==> src/rtl/core/sscw_mul.sv <==
`timescale 1ns / 1ps

module sscw_mul (
   input  logic        clock,
   input  logic        enable,
   input  logic [31:0] mul_a,
   input  logic [31:0] mul_b,
   output logic [63:0] product
);

   logic [63:0] product_ff;

   // shared 32x32 multiplier with registered product
   always_ff @(posedge clock) begin
      if (enable) begin
         product_ff <= 64'(mul_a) * 64'(mul_b);
      end
   end

   assign product = product_ff;

endmodule

==> config.mk <==
export PLATFORM = sky130hd
export DESIGN_NAME = sscw_mul
export DESIGN_NICKNAME = d
export VERILOG_FILES = /design/src/rtl/core/sscw_mul.sv
export SDC_FILE = /design/constraint.sdc
export NUM_CORES = 2
export LEC_CHECK = 0
export BUFFER_PORTS_ARGS = -buffer_cell sky130_fd_sc_hd__buf_2
export CORE_ASPECT_RATIO = 0.6
export CORE_MARGIN = 5
export CORE_UTILIZATION = 45
export CTS_BUF_LIST = sky130_fd_sc_hd__clkbuf_8
export DETAILED_ROUTE_END_ITERATION = 12
export GPL_TIMING_DRIVEN = 0
export PLACE_DENSITY = 0.65
export SYNTH_ARGS = -nofsm -noshare
export SYNTH_HDL_FRONTEND = slang
export SYNTH_SLANG_ARGS = --single-unit
==> constraint.sdc <==
create_clock -name clock -period 19.93 [get_ports clock]
set_input_delay 0.9965 -clock clock [delete_from_list [all_inputs] [get_ports clock]]
set_output_delay 0.9965 -clock clock [all_outputs]
set_load 0.1 [all_outputs]
==> results.sh <==
export IMPL_run_status="finished clean"
export IMPL_ys_flop_type="sky130_fd_sc_hd__edfxtp_1"
export IMPL_grt_total_usage=0.3228
export IMPL_grt_pass1_vias=27857
export IMPL_critical_path_class="in2reg"
export IMPL_multi_input_area_um2=29310
export IMPL_synth_enable_flop_cells=64
export IMPL_postSynthNetCount=4973
export IMPL_post_synth_inst_count=3748
export IMPL_cts_max_path_buffers=2
export IMPL_path_max_fanout=10
export IMPL_drc_errors=0
export IMPL_worst_slew_margin_rel=0.02656
export IMPL_root_buffer_cell="sky130_fd_sc_hd__clkbuf_8"
export IMPL_regArea_um2=1922
export IMPL_cts_num_sinks=64
export IMPL_pre_cts_ws_ns=10.10
export IMPL_seq_area_frac_synth=0.05442
export IMPL_drive_above_1_share=0.04315
export IMPL_drv_slew=0
export IMPL_post_synth_num_cell_types=57
export IMPL_floorplan_rows=79
export IMPL_die_x_um=371.7
export IMPL_syn_to_final_growth_pct=6.320
export IMPL_dp_hpwl_um=111400
export IMPL_endpoint_kind="flop"
export IMPL_hold_depth=2
export IMPL_mappedNetlistArea_um2=35320
export IMPL_yosys_cell_count_top_type="sky130_fd_sc_hd__fa_1"
export IMPL_period_minus_slack_ns=9.780
export IMPL_ys_seq_elements=64
export IMPL_core_region_area_um2=77690
export IMPL_design_portCount=130
export IMPL_die_h_um=227
export IMPL_grt_setup_unrepaired="no"
export IMPL_synth_top_cell_area_share=0.5079
export IMPL_post_route_period_util=0.4907
export IMPL_ys_warnings_count=0
export IMPL_post_synth_top_area_cell="sky130_fd_sc_hd__fa_1"
export IMPL_timing_fmax_ghz=0.1023
export IMPL_globalRoute_totalOverflow=0
export IMPL_worstPathArrival_ns=9.98
export IMPL_max_reg_flops=64
export IMPL_critPathRequiredTime_ns=20.13
export IMPL_place_gp_congestion=1.073
export IMPL_worst_slew_pin_slew_ns=1.460
export IMPL_holdCritPathClass="in2reg"
export IMPL_start_util=0.4546
export IMPL_final_net_count=5113
export IMPL_fillerInstances=7589
export IMPL_timing_max_cap_violations=0
export IMPL_post_route_setup_tns_ns=0
export IMPL_worst_slack_ns=10.15
export IMPL_critPathLaunchType="primary input"
export IMPL_number_of_vias_after_detailed_routing=27279
export IMPL_first_iter_violations=3344
export IMPL_path_common_cell="sky130_fd_sc_hd__fa_1"
export IMPL_cts_buffers_inserted=9
export IMPL_final_hold_violation_count=0
export IMPL_drt_wl_total_um=133200
export IMPL_path_clk_slew_ns=0.08
export IMPL_htree_num_levels=3
export IMPL_grt_start_max_net_pins=65
export IMPL_crit_path_max_incr_delay_ns=0.98
export IMPL_synth_area_leaders="sky130_fd_sc_hd__fa_1, sky130_fd_sc_hd__and2_1, sky130_fd_sc_hd__ha_1"
export IMPL_grt_antenna_before_repair=22
export IMPL_slowest_cell_on_the_critical_path="sky130_fd_sc_hd__clkbuf_1"
export IMPL_synth_common_cells="sky130_fd_sc_hd__fa_1, sky130_fd_sc_hd__inv_1, sky130_fd_sc_hd__and2_1"
export IMPL_fp_dieArea_um2=84370
export IMPL_synth_avg_cell_area_um2=9.423
export IMPL_cts_post_setup_buffers_inserted=0
export IMPL_async_reset_ff_frac=0
export IMPL_portBuffers=129
export IMPL_ctsResizeCount=0
export IMPL_viasPerCell=5.498
export IMPL_finalSetupViolCount=0
export IMPL_route_detailed_wl_per_inst_um=26.84
export IMPL_antenna_left=0
export IMPL_tritoncts="done"
export IMPL_grt_first_pass_wirelength_um=193500
export IMPL_cts_hold_buffers_added=0
export IMPL_detailedRoute_firstPassIterationCount=8
## metrics by stage
stage,utilization,cells,instance area [µm²],hold slack (ns)
floorplan,-,3748,35320,1.109
global placement,0.4798,4930,37280,1.508
detailed placement,0.4799,4930,37280,1.493
CTS,0.4828,4946,37510,1.075
global route,0.4828,4947,37510,1.054
finish,0.4833,4962,37550,1.109
## path summary, 6_finish.rpt
check | to | slack, ns | startpoint
min | product[0]$_DFFE_PP_ | 1.11 | mul_b[0]
max | product[62]$_DFFE_PP_ | 10.15 | mul_b[7]
## cell families (layout without fill, tap and decap cells)
family | count (synthesis) | count (layout) | synth area share
buf+inv | 1085 | 1230 | 0.1155
fa+ha+maj | 1159 | 1159 | 0.6011
simple gates | 1177 | 1177 | 0.1730
xor+xnor | 60 | 60 | 0.01488
mux | 1 | 1 | 0.0002834
flops | 64 | 64 | 0.05442
other cells | 0 | 16 | 0
compound gates | 202 | 202 | 0.04078
## final cells by class
| type | count | share of cell area |
|---|---|---|
| Multi-Input combinational cell | 2599 | 0.7807 |
| Tap cell | 1053 | 0.03509 |
| Sequential cell | 64 | 0.05118 |
| Inverter | 865 | 0.08647 |
| Clock inverter | 7 | 0.002732 |
| Antenna cell | 16 | 0.001066 |
| Clock buffer | 9 | 0.003299 |
| Buffer | 220 | 0.02219 |
| Timing Repair Buffer | 129 | 0.01726 |
## critical path: cells and delay by family
family / cells / cell delay, ns
buf+inv: 7 / 1.73
fa+ha+maj: 9 / 4.35
simple gates: 4 / 1.36
compound gates: 4 / 1.28
xor+xnor: 1 / 0.24
## cells in the final DEF, fill, tap and decap left out, types with 4 or more instances in the layout
master / netlist / routed
sky130_fd_sc_hd__nand4_1: 23 / 23
sky130_fd_sc_hd__ha_1: 263 / 263
sky130_fd_sc_hd__nand2_1: 480 / 480
sky130_fd_sc_hd__and2_1: 602 / 602
sky130_fd_sc_hd__a21o_1: 40 / 40
sky130_fd_sc_hd__fa_1: 896 / 896
sky130_fd_sc_hd__clkbuf_1: 213 / 213
sky130_fd_sc_hd__o21bai_1: 10 / 10
sky130_fd_sc_hd__o21ai_1: 5 / 5
sky130_fd_sc_hd__o21ai_0: 21 / 21
sky130_fd_sc_hd__edfxtp_1: 64 / 64
sky130_fd_sc_hd__a221o_1: 4 / 4
sky130_fd_sc_hd__xor2_1: 25 / 25
sky130_fd_sc_hd__inv_1: 865 / 865
sky130_fd_sc_hd__nor3_1: 7 / 7
sky130_fd_sc_hd__diode_2: 0 / 16
sky130_fd_sc_hd__buf_2: 6 / 134
sky130_fd_sc_hd__and3_1: 14 / 14
sky130_fd_sc_hd__xnor2_1: 35 / 35
sky130_fd_sc_hd__o21a_1: 9 / 9
sky130_fd_sc_hd__a31oi_1: 12 / 12
sky130_fd_sc_hd__a21oi_1: 63 / 63
sky130_fd_sc_hd__clkbuf_8: 0 / 9
sky130_fd_sc_hd__nor2_1: 20 / 20
sky130_fd_sc_hd__nand3_1: 10 / 10
## layer usage
metal / up-vias / wire [µm] / track usage
li1: 11222 / - / -
met1: 13950 / 53870 / 0.4537
met2: 1824 / 51480 / 0.4320
met3: 277 / 22400 / 0.1639
met4: 6 / 5419 / 0.1031
met5: - / 34 / 0
Power is left out: the tool's default activity adds up to more than one toggle a clock period on the data nets, which glitch-free logic cannot reach.
