**config.mk**
```make
export PLATFORM = sky130hd
export DESIGN_NAME = sscw_ram
export DESIGN_NICKNAME = d
export VERILOG_FILES = /design/src/rtl/core/sscw_ram.sv
export SDC_FILE = /design/constraint.sdc
export NUM_CORES = 1
export LEC_CHECK = 0
export BUFFER_PORTS_ARGS = -buffer_cell sky130_fd_sc_hd__clkbuf_2
export CAP_MARGIN = 25
export CORE_MARGIN = 1.5
export CORE_UTILIZATION = 60
export DETAILED_ROUTE_END_ITERATION = 6
export PLACE_DENSITY = 0.84
export SYNTH_ARGS = -nofsm -noshare
export SYNTH_HDL_FRONTEND = slang
export SYNTH_SLANG_ARGS = --single-unit
```
**constraint.sdc**
```tcl
create_clock -name clock -period 5.8 [get_ports clock]
set_clock_uncertainty 0.2 [all_clocks]
set_input_delay 0.58 -clock clock [delete_from_list [all_inputs] [get_ports clock]]
set_output_delay 0.58 -clock clock [all_outputs]
set_load 0.05 [all_outputs]
```
**src/rtl/core/sscw_ram.sv**
```systemverilog
`timescale 1ns / 1ps

module sscw_ram #(
   parameter int WIDTH = 32,
   parameter int DEPTH = 8,
   localparam int AW   = (DEPTH > 1) ? $clog2(DEPTH) : 1
) (
   input  logic             clock,
   input  logic             wr_en,
   input  logic [AW-1:0]    wr_addr,
   input  logic [WIDTH-1:0] wr_data,
   input  logic             rd_en,
   input  logic [AW-1:0]    rd_addr,
   output logic [WIDTH-1:0] rd_data
);

   logic [WIDTH-1:0] mem_ff [DEPTH];
   logic [WIDTH-1:0] rd_data_ff;

   // single write port, registered read held between reads
   always_ff @(posedge clock) begin
      if (wr_en) begin
         mem_ff[wr_addr] <= wr_data;
      end
      if (rd_en) begin
         rd_data_ff <= mem_ff[rd_addr];
      end
   end

   assign rd_data = rd_data_ff;

endmodule

```
==> metrics, run 1 <==
crit path kind in2reg; Final Hold Vio Count 0; sequential power share 0.570; Layout area overhead 13.8%; Tightest Hold Check Type in2reg; Final Cycle Share 0.405; final wirelength 19800 microns; Worst Path Max Fanout 46; first-pass GRT wire length 29600 microns; pwr dens 343 nW/um^2; WL per Instance 26.3 microns; GP Congestion 0.700; Vias 4756; antenna violations before repair 1; CTS tree done; GRT Residual Overflow 0; r2r setup slk 4.08 ns; CTS Sinks 288; Fill cells 991; post-synthesis cell type count 12; maximum VDD drop 0.259 mV; clock-pin slew on the worst setup and hold paths 0.06 ns; Sw Ratio 0.211; multi-input logic area 2070 sq um; register area 8650 sq um; fmax 426 MHz; max-cap violations 0; clk_lat worst skew 0.52 ns; syn nets 456; CTS Buf Count 27; Critical Path RT 5.86 ns; final core occ 0.705; Sw Pwr 0.887 mW; row count 48; die extent in y 137 microns; Synth warnings 0; fin nets 551; DR iter-0 viols 457; Finish-stage setup viols 0; count of state elements after synthesis 288; Worst Setup End Kind register; clock root buffer master clkbuf_16; CP startpoint kind input pin; share of layout cells above drive strength 1 0.347; vias in the first global route 5014; Post-CTS Setup Bufs 0; final std cell area, no fill 12300 sq um; Worst Max-Slew Pin Slew 0.643 ns; Clock Path Buffers 3; Rel. slew slack 0.571; Reg2Reg Depth 2; Syn Area/Cell 26.0 sq um; Antenna Nets Post-Route 0; Post-Syn Instances 415; sequential fraction of the synthesis area 0.802; Worst Setup SP rd_addr[2]; Sum Neg Setup Slack 0 ns; I/O pins 73; Slew Viols, Final 0; hpwl dp 10200 microns; status finished clean; core area 17400 sq um; P_int 3.33 mW; Pre-antenna DRT Iters 5; WP data arrival 2.41 ns; Setup crit end rd_data[21]; clock network fraction of total power 0.365; DRC Markers 0; most common cell after layout, fill and taps aside edfxtp_1; cts hold-fix bufs 0; CTS resizes 0; cell area after synthesis 10800 sq um; GRT Util Overall 0.224; RSZ-0062 raised after global routing no; Comb power frac 0.065; die area 18800 sq um; largest net degree at the start of global routing 47; Starting Density 0.619; WHS Path Cells 1; vias per cell 6.31; Die W 137 microns; RR Startpoint mem_ff[6][21]; fin crit period 2.35 ns; most frequent cells in the layout 288 x edfxtp_1, 71 x clkbuf_2, 40 x mux4_1; H-Tree Depth 1; number of port buffers 72; placed inst area 11500 sq um; reg2reg end rd_data[21]; Leak Pwr 4.12 nW
==> registers in the layout, summed over array words and instances, names as in the netlist <==
| register | flops |
|---|---|
| mem_ff | 256 |
| rd_data | 32 |
==> worst max-delay path: stages <==
cell and delay (ns):
clkbuf_2 0.44, buf_4 0.64, mux4_1 0.43, mux2_2 0.30
==> cell usage after synthesis (all sizes together) <==
cell type  count  area [sq um]
mux2          32           360
edfxtp       288          8650
nor2           6          22.5
clkbuf         1          3.75
nor3           2          10.0
buf           17           124
nand2b         3          18.8
mux4          64          1590
nand2          2          7.51
==> per-stage QoR <==
stage / setup slack [ns] / total power [mW] / std cells / hold slack, ns
3_3_place_gp: 2.94 / 2.70 / 702 / 0.520
4_1_cts: 3.43 / 4.24 / 753 / 0.119
2_1_floorplan: 2.17 / 2.62 / 415 / 0.479
5_1_grt: 3.41 / 4.34 / 753 / 0.126
6_report: 3.45 / 4.21 / 754 / 0.132
3_5_place_dp: 2.96 / 2.72 / 706 / 0.534
==> per-layer routing <==
layer	GRT usage	share of wire
met5	0	0
met4	0.0632	0.021
met3	0.0485	0.089
met2	0.370	0.50
met1	0.309	0.39
==> area by class of cell <==
class                           count  area share
Sequential cell                   288       0.705
Multi-Input combinational cell    109       0.168
Clock buffer                       31      0.0563
Timing Repair Buffer               84      0.0416
Tap cell                          225      0.0229
Clock inverter                     16     0.00612
Antenna cell                        1    0.000204
==> cell families (layout without fill, tap and decap cells) <==
kind of cell	count (synthesis)	count (layout)	synth area share
AND/OR/NAND/NOR	13	13	0.00545
flip-flops	288	288	0.802
buffers and inverters	18	131	0.0118
other	0	1	0
multiplexers	96	96	0.181
==> power groups by stage <==
stage / clock [mW] / combinational (mW) / sequential [mW]
2_1_floorplan: 0 / 0.119 / 2.50
3_3_place_gp: 0 / 0.259 / 2.44
3_5_place_dp: 0 / 0.276 / 2.44
4_1_cts: 1.56 / 0.279 / 2.40
5_1_grt: 1.64 / 0.291 / 2.41
6_report: 1.54 / 0.275 / 2.40
==> worst min-delay path by stage <==
| stage | to | slack, ns | from |
|---|---|---|---|
| final | mem_ff[5][8] | 0.13 | wr_data[8] |
| after global routing | mem_ff[1][30] | 0.13 | wr_data[30] |
| after CTS | mem_ff[5][8] | 0.12 | wr_data[8] |
| after detailed placement | rd_data[25] | 0.53 | mem_ff[2][25] |
| after global placement | rd_data[7] | 0.52 | mem_ff[7][7] |
| after floorplan | mem_ff[0][0] | 0.48 | wr_data[0] |
Power figures use the tool's default switching activity.
==> run 2, diff against run 1 <==
--- a/config.mk
+++ b/config.mk
@@ -5,6 +5,7 @@
 export SDC_FILE = /design/constraint.sdc
 export NUM_CORES = 1
 export LEC_CHECK = 0
+export ABC_AREA = 1
 export BUFFER_PORTS_ARGS = -buffer_cell sky130_fd_sc_hd__clkbuf_2
 export CAP_MARGIN = 25
 export CORE_MARGIN = 1.5
==> constraint.sdc (replaced) <==
create_clock -name clock -period 2.35 [get_ports clock]
set_clock_uncertainty 0.2 [all_clocks]
set_input_delay 0.235 -clock clock [delete_from_list [all_inputs] [get_ports clock]]
set_output_delay 0.235 -clock clock [all_outputs]
set_load 0.05 [all_outputs]
==> run 2 against run 1 <==
Global-route usage is 1.7 points higher. Worst hold slack worse by 0.041 ns. Final cell count rose by 100%. First-iteration DRC count grew 79%. Die area up 13%. Clock power grew to 2.6 times the previous value. Synthesized cell count grew to 2.8 times the previous value. Critical path depth is 3 lower. Non-clock buffer count rose by 38. Area after synthesis is 13% higher. Critical path type is now reg2out.
==> metrics, run 2 <==
status finished clean (unchanged); fmax 607 MHz; Clock Path Buffers 3 (unchanged); Fill cells 1221 (was 991); dpl ws 0.634 ns (was 2.96 ns); Slew Viols, Final 0 (unchanged); die extent in y 146 microns (was 137 microns); Post-Syn Instances 1156 (was 415); fin nets 1301 (was 551); max reg flops 256 (unchanged); Sw Pwr 2.43 mW (was 0.887 mW); cts hold-fix bufs 32 (was 0); crit path cell chain clkbuf_2 (was clkbuf_2 > buf_4 > mux4_1 > mux2_2); final worst slack 0.702 ns (was 3.45 ns); count of state elements after synthesis 288 (unchanged); P_int 8.36 mW (was 3.33 mW); largest net degree at the start of global routing 71 (was 47); most frequent cells in the layout 422 x nand2_1, 288 x edfxtp_1, 260 x inv_1 (was 288 x edfxtp_1, 71 x clkbuf_2, 40 x mux4_1); Final Cycle Share 0.701; Post-CTS Setup Bufs 0 (unchanged); Post-synth EDFFs 288 (unchanged); Inst Count DP 1463 (was 706); die area 21200 sq um (was 18800 sq um); row count 51 (was 48); cell area after synthesis 12200 sq um (was 10800 sq um); WP data arrival 1.21 ns (was 2.41 ns); Worst Max-Slew Pin Slew 0.542 ns (was 0.643 ns); Vias 7991 (was 4756); Final Hold Vio Count 0 (unchanged); Starting Density 0.618 (was 0.619); sequential fraction of the synthesis area 0.709 (was 0.802); sequential power share 0.548 (was 0.570); Post-synth ARST share 0 (unchanged); Worst Path Buf+Inv 1 (was 2); register area 8650 sq um (unchanged); DRC Markers 0 (unchanged); clk_lat worst skew 0.53 ns (was 0.52 ns); ys flop type edfxtp_1 (unchanged); Die W 146 microns (was 137 microns); CTS Sinks 288 (unchanged); final std cell area, no fill 14100 sq um (was 12300 sq um); CP top delay family flip-flops (was buffers and inverters); CP startpoint kind register (was input pin); I/O pins 73 (unchanged); maximum VDD drop 0.544 mV (was 0.259 mV); GP Congestion 0.732 (was 0.700); Sw Ratio 0.225 (was 0.211); CTS resizes 0 (unchanged); Syn Area/Cell 10.5 sq um (was 26.0 sq um); final wirelength 25200 microns (was 19800 microns); CTS Buf Count 28 (was 27); syn nets 1197 (was 456); multi-input logic area 2310 sq um (was 2070 sq um); WL per Instance 16.3 microns (was 26.3 microns); most common cell after layout, fill and taps aside nand2_1 (was edfxtp_1); RR Startpoint mem_ff[7][13] (was mem_ff[6][21]); crit-path max cell delay 0.42 ns (was 0.64 ns); ANT cells 0 (was 1); clock network fraction of total power 0.367 (was 0.365); clock-pin slew on the worst setup and hold paths 0.06 ns (about the same); clock root buffer master clkbuf_16 (unchanged); fin crit period 1.65 ns; vias per cell 5.18 (was 6.31); H-Tree Depth 1 (unchanged); Most flops, register mem_ff (unchanged); hpwl dp 12600 microns (was 10200 microns); pwr dens 767 nW/um^2 (was 343 nW/um^2); Antenna Nets Post-Route 0 (unchanged); post-synth top area cell edfxtp_1 (unchanged); hold_ws 0.0914 ns (was 0.132 ns); Leak Pwr 6.40 nW (was 4.12 nW); CTS tree done (unchanged); GRT Util Overall 0.241 (was 0.224); synth top area cells edfxtp_1 71%, nand2_1 13%, inv_1 8.0%, nand3_1 5.3%, buf_6 1.0% (was edfxtp_1 80%, mux4_1 9.7%, mux4_2 5.0%, mux2_2 3.3%, buf_6 0.73%); vias in the first global route 7985 (was 5014); antenna violations before repair 0 (was 1); crit path kind reg2out (was in2reg); Comb power frac 0.084 (was 0.065); number of port buffers 72 (unchanged); non-filler instance count after layout 1543 (was 754); Tightest Hold Check Type in2reg (unchanged); GRT Residual Overflow 0 (unchanged); Worst Setup End Kind primary output (was register); Worst Min Path Start rd_addr[2] (was wr_data[8]); first-pass GRT wire length 39900 microns (was 29600 microns); core area 19700 sq um (was 17400 sq um); Worst Setup SP rd_data[5] (was rd_addr[2]); post-synthesis cell type count 11 (was 12); Post-synth top cells 422 x nand2_1, 288 x edfxtp_1, 260 x inv_1 (was 288 x edfxtp_1, 40 x mux4_1, 32 x mux2_2); share of layout cells above drive strength 1 0.103 (was 0.347); most common cell in the netlist nand2_1 (was edfxtp_1); final core occ 0.713 (was 0.705); post-synth top area share 0.709 (was 0.802); Layout area overhead 15.4% (was 13.8%); Pre-antenna DRT Iters 5 (unchanged); placed inst area 12900 sq um (was 11500 sq um); RSZ-0062 raised after global routing no (unchanged); Worst Path Max Fanout 1 (was 46); Critical Path RT 1.91 ns (was 5.86 ns); Synth warnings 0 (unchanged); max-cap violations 0 (unchanged); DR iter-0 viols 818 (was 457); Rel. slew slack 0.639 (was 0.571); Finish-stage setup viols 0 (unchanged); slowest cell on the critical path edfxtp_1 (was buf_4)
-- run 2: changes by cell type after synthesis, moves of 5 or more --
| cell | delta |
|---|---|
| buf_2 | +14 |
| buf_4 | +5 |
| clkbuf_1 | +6 |
| inv_1 | +260 |
| mux2_2 | -32 |
| mux4_1 | -40 |
| mux4_2 | -24 |
| nand2_1 | +420 |
| nand3_1 | +128 |
-- run 2: logic make-up after synthesis --
family | Yosys count | share of synthesized area
buf+inv | 310 | 0.106
flops | 288 | 0.709
simple gates | 558 | 0.185
-- run 2: through the flow --
| stage | power [mW] | TNS [ns] |
|---|---|---|
| after floorplan | 6.59 | -0.149 |
| after global placement | 6.84 | 0 |
| after detailed placement | 6.88 | 0 |
| after CTS | 10.8 | 0 |
| after global routing | 11.1 | 0 |
| final | 10.8 | 0 |
-- run 2: final timing paths --
| check | slack [ns] | endpoint | cells after the start |
|---|---|---|---|
| worst max-delay path | 0.70 | rd_data[5] | 1 |
| worst min-delay path | 0.09 | rd_data[4] | 3 |
| worst max register to register | 1.08 | rd_data[13] | 6 |
| worst min register to register | 0.50 | rd_data[25] | 6 |
-- run 2: tightest hold or removal path, cell delays in order --
cell and delay [ns]:
clkbuf_2 0.33, nand2_1 0.10, nand2_1 0.06
-- run 2: power by group through the flow --
stage	logic, mW	clock network [mW]	registers [mW]
after floorplan	0.414	0	6.18
after global placement	0.822	0	6.02
after detailed placement	0.855	0	6.03
after CTS	0.908	4.00	5.92
after global routing	0.992	4.20	5.93
final	0.908	3.96	5.92
-- run 2: layout make-up --
cell class / count / share of cell area
flip-flops and latches: 288 / 0.615
multi-input cells: 558 / 0.165
inverters: 262 / 0.0700
repair buffers: 122 / 0.0697
clock buffers: 36 / 0.0535
well taps: 265 / 0.0236
clock inverters: 12 / 0.00374
-- run 2: layer usage --
layer	wire length [microns]	vias to the layer above	part of all wire	track usage
met5	0	-	0	0
met4	747	0	0.030	0.0985
met3	2330	75	0.093	0.0351
met2	12300	394	0.49	0.404
met1	9750	3703	0.39	0.319
li1	-	3819	-	-
